### src/hw/rtl/bba_pkg.sv
package bba_pkg;

	// disk and bitmap geometry
	localparam int MaxBlocks       = 4096;
	localparam int BitsPerMapBlock = 32768;
	localparam int WordW           = 32;
	localparam int MapWords        = MaxBlocks / WordW;
	localparam int AddrW           = $clog2(MapWords);
	localparam int BitW            = $clog2(WordW);
	localparam int MapShift        = $clog2(BitsPerMapBlock);

	// field widths
	localparam int CmdW    = 2;
	localparam int BlkW    = 12;
	localparam int LimW    = 13;
	localparam int StatusW = 2;

	// first block that allocate may hand out, first bitmap block on disk
	localparam int FirstAlloc = 3;
	localparam int MapBase    = 2;

	// command codes
	localparam logic [CmdW-1:0] CmdQuery = 2'd0;
	localparam logic [CmdW-1:0] CmdFree  = 2'd1;
	localparam logic [CmdW-1:0] CmdAlloc = 2'd2;
	localparam logic [CmdW-1:0] CmdNone  = 2'd3;

	// status codes
	localparam logic [StatusW-1:0] StatDone    = 2'd0;
	localparam logic [StatusW-1:0] StatNoSpace = 2'd1;
	localparam logic [StatusW-1:0] StatNoRange = 2'd2;

	typedef enum logic [1:0] {
		ST_IDLE,
		ST_CHK,
		ST_SCAN,
		ST_RESP
	} state_t;

	typedef struct packed {
		logic [StatusW-1:0] status;
		logic               is_free;
		logic [BlkW-1:0]    allocated_block;
		logic [BlkW-1:0]    wb_block;
	} result_t;

	typedef struct packed {
		logic            found;
		logic [BitW-1:0] bit_idx;
	} scan_res_t;

endpackage

### src/hw/rtl/bba_scan.sv
module bba_scan (
	input  logic [bba_pkg::WordW-1:0] word,
	input  logic                      is_first,
	input  logic                      is_last,
	input  logic [bba_pkg::BitW-1:0]  last_bit,
	output bba_pkg::scan_res_t        res
);

	logic [bba_pkg::WordW-1:0] masked;

	// keep only bits inside the allocatable window
	always_comb begin
		for (int j = 0; j < bba_pkg::WordW; j++) begin
			masked[j] = word[j]
				&& !(is_first && (j < bba_pkg::FirstAlloc))
				&& !(is_last && (bba_pkg::BitW'(j) > last_bit));
		end
	end

	// lowest set bit wins
	always_comb begin
		res = '0;
		for (int j = bba_pkg::WordW - 1; j >= 0; j--) begin
			if (masked[j]) begin
				res.found   = 1'b1;
				res.bit_idx = bba_pkg::BitW'(j);
			end
		end
	end

endmodule

### config.mk
export PLATFORM = sky130hd
export DESIGN_NAME = bba_scan
export DESIGN_NICKNAME = d
export VERILOG_FILES = /design/src/hw/rtl/bba_pkg.sv /design/src/hw/rtl/bba_scan.sv
export SDC_FILE = /design/constraint.sdc
export NUM_CORES = 1
export LEC_CHECK = 0
export BUFFER_PORTS_ARGS = -buffer_cell sky130_fd_sc_hd__buf_2
export CAP_MARGIN = 20
export CORE_MARGIN = 10
export CORE_UTILIZATION = 52
export DETAILED_ROUTE_END_ITERATION = 7
export GPL_ROUTABILITY_DRIVEN = 0
export PLACE_DENSITY = 0.93
export SYNTH_ARGS = -nofsm -noshare
export SYNTH_HDL_FRONTEND = slang
export SYNTH_SLANG_ARGS = --single-unit
### constraint.sdc
create_clock -name vclk -period 2
set_input_delay 0.2 -clock vclk [all_inputs]
set_output_delay 0.2 -clock vclk [all_outputs]
set_load 0.01 [all_outputs]
==> results.txt, run 1 <==
- The number of hold-slack violations in the final timing report was 0.
* Starting density of the core: 0.556
* Net switching power: 0.263 mW
- Period minus WS final: 2.24 ns
* Filler instances: 77
- At the pin with the least slew margin, the transition time is 0.741 ns.
- Die area: 4390 um^2
- The finished layout holds 273 standard cells, fillers aside.
- The die is 66.3 um wide.
- Tightest slew margin relative to the limit: 0.493
* Seq_cells: 0
- Relative to the synthesized area, the layout overhead comes to 66.2%.
- Number of nets in the final layout: 287
- Via count: 2162
* Clock buf count: 0
- Floorplan core area: 2000 um^2
* Fraction of power consumed by the clock network: 0
- Violations in the final reports: setup timing
- For this run, design rule violations remaining after detail routing come to 0.
- For this block, the routed nets add up to 7.10 mm of wire.
* Antenna violations before repair: 0
* Setup Slack @ Placement: -0.234 ns
- Post-synthesis net count: 217
- STA classifies the critical path startpoint as a primary input.
- Setup violations remaining at the end of the flow were counted as 6.
- Hold-fix buffers at CTS: 0
- STA puts the critical path data arrival time at 2.04 ns.
- In the final routed layout, each cell accounts on average for 26.0 um.
- Standard-cell row count: 16
* Max-cap violations: 0
- P_leak: 0.760 nW
* Status: finished, violations left
- Quantity of I/O buffers inserted on ports: 45
* Crit path kind: primary input to output pin
* Share of total power in combinational logic: 1.000
- Of all nets on the critical path, the largest fanout is 7.
- Register area share after synthesis: 0
* Relative contribution of sequential cells to total power: 0
- Pint: 0.200 mW
- Iteration count of the initial detailed-routing pass: 7
- Sequential cell area in the final layout: 0 um^2
- Chip Height: 66.3 um
- The min-delay analysis places its worst path in the category primary input to output pin.
- Synth warnings: 0
- The repair_antennas step left the layout with diodes totalling 0.
- Sw frac: 0.569
- Once layout is complete, the utilization of the core stands at 0.924.
- Instance area after placement: 1540 um^2
- Counting tap cells, the placed design contains a total of 267 instances.
- The via count of the first global-routing pass was 1874.
- Based on the critical path, the design can be clocked at up to 446 MHz.
- Once detail routing completed, the nets flagged for antenna violations numbered 0.
* DRT iter0 DRCs: 654
- Of the cells placed in the final design, the portion with a size suffix greater than 1 is 0.504.
- Mean cell area of the mapped netlist: 6.26 um^2
* Final sum of negative setup slack: -1.09 ns
- Via/cell ratio: 7.92
- Synthesis produced 178 cells.
* WP data required: 1.80 ns
* Power per cell area: 250 nW/um^2
* Final Worst Setup Slack: -0.244 ns
- Number of ports placed on the die boundary: 45
* Library cells used by synthesis: 50
* Type of element capturing the critical path: output pin
- Overall routing resource usage: 0.244
* Grt ovf: 0
* Final critical-path share of the clock period: 1.12
- VDD IR-drop max: 225 uV
- The finished cells cover 1850 um^2.
- Setup repair after global routing missed its margin: yes
* Detailed-placement wirelength estimate: 3.61 mm
* Final count of pins violating max slew: 0
* Largest net degree at the start of global routing: 22
* Wire length of the first global-routing pass: 8.89 mm
- The tightest hold path in the finished design has a slack of 0.910 ns.
- Total power after layout: 0.463 mW
* Post-Syn Area: 1110 um^2
## layout by cell type (no fill, tap or decap), types with 3 or more instances in the layout
| cell | instances |
|---|---|
| sky130_fd_sc_hd__o211ai_1 | 5 |
| sky130_fd_sc_hd__nor2b_1 | 6 |
| sky130_fd_sc_hd__nand3b_1 | 4 |
| sky130_fd_sc_hd__o22ai_1 | 4 |
| sky130_fd_sc_hd__o21ai_1 | 9 |
| sky130_fd_sc_hd__buf_6 | 10 |
| sky130_fd_sc_hd__buf_4 | 28 |
| sky130_fd_sc_hd__or3b_4 | 5 |
| sky130_fd_sc_hd__a21oi_2 | 4 |
| sky130_fd_sc_hd__o21ai_0 | 5 |
| sky130_fd_sc_hd__nor3_2 | 3 |
| sky130_fd_sc_hd__buf_2 | 40 |
| sky130_fd_sc_hd__o31ai_1 | 3 |
| sky130_fd_sc_hd__nor3_1 | 4 |
| sky130_fd_sc_hd__a21oi_4 | 3 |
| sky130_fd_sc_hd__nand2b_1 | 3 |
| sky130_fd_sc_hd__o31a_1 | 3 |
| sky130_fd_sc_hd__nand2_1 | 5 |
| sky130_fd_sc_hd__a211oi_2 | 4 |
| sky130_fd_sc_hd__and2_1 | 3 |
| sky130_fd_sc_hd__a21o_1 | 3 |
| sky130_fd_sc_hd__inv_1 | 8 |
| sky130_fd_sc_hd__nor2_1 | 19 |
| sky130_fd_sc_hd__a21oi_1 | 13 |
## timing repair
| action | 4_1_cts | 5_1_grt |
|---|---|---|
| buffers inserted | 6 | 0 |
| resized for setup | 41 | 29 |
| setup endpoints to repair | 6 | 6 |
| pin swaps | 21 | 11 |
## power by group through the flow
stage	Clock, mW	Sequential [mW]	Combinational, mW
after floorplan	0	0	0.179
after global placement	0	0	0.310
after detailed placement	0	0	0.320
after CTS	0	0	0.371
after global routing	0	0	0.479
final	0	0	0.463
## synthesized netlist by cell type (3+ instances only)
| cell type | number | area share |
|---|---|---|
| sky130_fd_sc_hd__nor2_1 | 19 | 0.064 |
| sky130_fd_sc_hd__o21a_1 | 3 | 0.020 |
| sky130_fd_sc_hd__a21boi_0 | 4 | 0.027 |
| sky130_fd_sc_hd__nor3_1 | 6 | 0.027 |
| sky130_fd_sc_hd__nand3_1 | 3 | 0.013 |
| sky130_fd_sc_hd__a21oi_1 | 18 | 0.081 |
| sky130_fd_sc_hd__o21ai_0 | 14 | 0.063 |
| sky130_fd_sc_hd__nand3b_1 | 4 | 0.027 |
| sky130_fd_sc_hd__nand2b_1 | 5 | 0.028 |
| sky130_fd_sc_hd__o22ai_1 | 5 | 0.028 |
| sky130_fd_sc_hd__a211oi_1 | 6 | 0.040 |
| sky130_fd_sc_hd__clkbuf_1 | 6 | 0.020 |
| sky130_fd_sc_hd__or3b_2 | 4 | 0.031 |
| sky130_fd_sc_hd__o31a_1 | 3 | 0.024 |
| sky130_fd_sc_hd__a31oi_1 | 4 | 0.022 |
| sky130_fd_sc_hd__a21o_1 | 3 | 0.020 |
| sky130_fd_sc_hd__o31ai_1 | 3 | 0.020 |
| sky130_fd_sc_hd__inv_1 | 8 | 0.027 |
| sky130_fd_sc_hd__nand2_1 | 5 | 0.017 |
| sky130_fd_sc_hd__nor2b_1 | 6 | 0.034 |
| sky130_fd_sc_hd__buf_2 | 5 | 0.022 |
| sky130_fd_sc_hd__o211ai_1 | 5 | 0.034 |
| sky130_fd_sc_hd__and2_1 | 4 | 0.022 |
## final timing paths
check     from  endpoint  depth (start not counted)  slack [ns]
max    is_last    res[0]                          9       -0.24
min    word[3]    res[3]                          5        0.91
## layer usage
layer	global-route usage	vias up	routed length, um
met5	0	-	0
met4	0.165	0	663
met3	0.0508	101	1050
met2	0.411	302	3040
met1	0.266	922	2350
li1	-	837	-
## cell families after synthesis
group	share of synthesized area
AO/OA/AOI/OAI	0.551
adder cells (fa/ha/maj)	0.00899
AND/OR/NAND/NOR	0.371
buffers and inverters	0.0697
## layout make-up
type	count	area, um^2	share of cell area
inverters	8	30.0	0.0162
multi-input cells	159	1250	0.675
well taps	27	33.8	0.0183
repair buffers	79	538	0.291
## worst max-delay path: stages
cell	delay [ns]
sky130_fd_sc_hd__buf_6	0.11
sky130_fd_sc_hd__buf_4	0.17
sky130_fd_sc_hd__nor3b_2	0.17
sky130_fd_sc_hd__a2111oi_0	0.67
sky130_fd_sc_hd__o32ai_1	0.20
sky130_fd_sc_hd__o21ai_1	0.20
sky130_fd_sc_hd__a211oi_2	0.08
sky130_fd_sc_hd__nor2_1	0.10
sky130_fd_sc_hd__buf_2	0.14
Power figures use the tool's default switching activity.
==> inputs of run 2 (changes only) <==
==> config.mk (replaced) <==
export PLATFORM = sky130hd
export DESIGN_NAME = bba_scan
export DESIGN_NICKNAME = d
export VERILOG_FILES = /design/src/hw/rtl/bba_pkg.sv /design/src/hw/rtl/bba_scan.sv
export SDC_FILE = /design/constraint.sdc
export NUM_CORES = 1
export LEC_CHECK = 0
export CAP_MARGIN = 20
export CORE_MARGIN = 10
export CORE_UTILIZATION = 57
export DETAILED_ROUTE_END_ITERATION = 7
export DONT_BUFFER_PORTS = 1
export GPL_ROUTABILITY_DRIVEN = 0
export PLACE_DENSITY = 0.8
export SYNTH_ARGS = -nofsm -noshare
export SYNTH_HDL_FRONTEND = slang
export SYNTH_SLANG_ARGS = --single-unit
==> run 2 against run 1 <==
  * The flow now finishes without violations
  * Worst hold slack got worse by 0.25 ns
  * Clock-buffer cell count unchanged
  * Utilization decreased by 23 points
  * First-iteration DRC count decreased by 75%
  * Via count decreased by 28%
  * Combinational power decreased by 51%
  * Global-route usage decreased by 6.7 points
  * Maximum frequency increased by 16%
==> results.txt, run 2 (same netlist as run 1, synthesis figures left out) <==
* Status: finished clean
* Worst Min Path Start: is_first
* Remaining DRCs: 0 (unchanged)
- Number of antenna-violating nets in the routed design: 0 (unchanged)
* Highest Clock Rate: 517 MHz (+16%)
* Via count of the first global-routing pass: 1283 (-32%)
* Post-DR wirelength/cell: 21.0 um (-19%)
- The minimum setup slack in the final design is 0.0648 ns (+0.309 ns).
- The register area came to 0 um^2 (unchanged).
- Overall routing resource usage: 0.177 (-0.0666)
- Critical Path Slowest Stage Cell: sky130_fd_sc_hd__or3b_4
- Most common library cell in the layout ignoring fill and taps: sky130_fd_sc_hd__nor2_1
- The normalized max-slew margin is 0.662 (+0.169).
* Max-cap violations: 0 (unchanged)
* Setup Slack @ Placement: -0.0716 ns (+0.162 ns)
* WP data required: 1.80 ns (about the same)
* Highest-count cells in the layout ignoring fill and taps: sky130_fd_sc_hd__nor2_1 (19), sky130_fd_sc_hd__a21oi_1 (16), sky130_fd_sc_hd__o21ai_0 (12), sky130_fd_sc_hd__buf_4 (9), sky130_fd_sc_hd__inv_1 (8)
- The number of optimization iterations in the first detailed-route pass is 5 (-2).
- Horizontal extent of the die: 64.2 um (-3.1%)
- Via/cell ratio: 7.72 (-2.6%)
- Crit path kind: primary input to output pin
- Critical path's largest stage delay: 0.40 ns (-0.27 ns)
* Slew at the pin closest to its max-slew limit: 0.506 ns (-0.236 ns)
- The number of rows created at floorplan is 15 (-1).
- Type of element capturing the critical path: output pin
- Quantity of I/O buffers inserted on ports: 0 (-100%)
* Worst hold slack after final layout: 0.665 ns (-0.246 ns)
- The detailed router's first-iteration violation count came to 165 (-75%).
- Via count: 1551 (-28%)
- Seq_cells: 0 (unchanged)
* Sum of routed wire length over all layers: 4.23 mm (-40%)
- Startpoint of the worst setup timing path: last_bit[1]
- The count of antenna diodes in the layout is 0 (unchanged).
* Kind of path behind the tightest hold check: primary input to output pin
- The post-layout net count came to 217 (-24%).
* VDD IR-drop max: 103 uV (-54%)
- Final setup violation count: 0 (-6)
- Starting density of the core: 0.625 (+0.0683)
* Synthesis-to-finish area growth: 11.1%
- The number of antenna violations at the first check in global routing is 0 (unchanged).
* Final hold viol count: 0 (unchanged)
* CP top delay family: compound AO/OA/AOI/OAI gates
- STA classifies the critical path startpoint as a primary input.
- The area of the die came to 4120 um^2 (-6.2%).
- Area of the multi-input gates: 1110 um^2 (-11%)
- The half-perimeter wire length of the detailed placement result is 3.12 mm (-13%).
- The post-layout minimum cycle time came to 1.94 ns (-0.309 ns).
- Filler instances: 156 (+100%)
- Traced cell by cell, the critical path runs through or3b_4, o21a_1, a221oi_2, o221ai_1, a211oi_1, nor2_1.
- The maximum number of pins on one net before global-route repair was 26 (+18%).
- The fraction of final layout cells sized beyond drive strength 1 came to 0.199 (-0.305).
- Floorplan core area: 1780 um^2 (-11%)
- The static leakage came to 0.398 nW (-48%).
- Wire length of the first global-routing pass: 6.45 mm (-27%)
- End-of-flow core utilization: 0.694 (-0.230)
- The count of pins on the block boundary came to 45 (unchanged).
- Grt ovf: 0 (unchanged)
- The worst path arrival time is 1.74 ns (-0.30 ns).
- The overall die height came to 64.2 um (-3.1%).
* Final count of pins violating max slew: 0 (unchanged)
- The fraction of the cycle the final worst path needs came to 0.968 (-0.155).
- Power per cell area: 182 nW/um^2 (-27%)
* Maximum fanout along the worst path: 25 (+18)
* Clock buf count: 0 (unchanged)
- The number of buffer and inverter stages on the critical path was 0 (-3).
==> run 2: what timing repair did <==
item | in CTS | in global routing
endpoints found under the hold margin | 0 | 0
gates resized for setup | 9 | 9
hold buffers | 0 | 0
gates cloned | 0 | 0
setup buffers | 0 | 1
setup endpoints to repair | 2 | 5
pin swaps | 3 | 7
==> run 2: area by class of cell <==
class / count / share of cell area
multi-input cells: 159 / 0.896
repair buffers: 9 / 0.0546
well taps: 25 / 0.0253
inverters: 8 / 0.0243
==> run 2: metrics by stage <==
| step | cell area [um^2] | std cells | TNS (ns) | power [mW] |
|---|---|---|---|---|
| after floorplan | 1110 | 178 | 0 | 0.179 |
| after global placement | 1160 | 200 | 0 | 0.198 |
| after detailed placement | 1160 | 200 | -0.102 | 0.201 |
| after CTS | 1200 | 200 | 0 | 0.210 |
| after global routing | 1240 | 201 | -0.0207 | 0.245 |
| final | 1240 | 201 | 0 | 0.225 |
==> run 2: layer usage <==
layer  track usage  wire length [um]
met1         0.232              1510
met2         0.279              1850
met3        0.0697               792
met4        0.0107                80
met5             0                 0
==> run 2: path summary, 6_finish.rpt <==
kind,slack (ns),endpoint,depth (start not counted)
hold / removal,0.66,res[0],2
setup / recovery,0.06,res[0],6
==> run 2: where the power goes <==
| part | switching [mW] | internal, mW |
|---|---|---|
| Combinational | 0.120 | 0.105 |
| Clock | 0 | 0 |
| Sequential | 0 | 0 |
| Total | 0.120 | 0.105 |
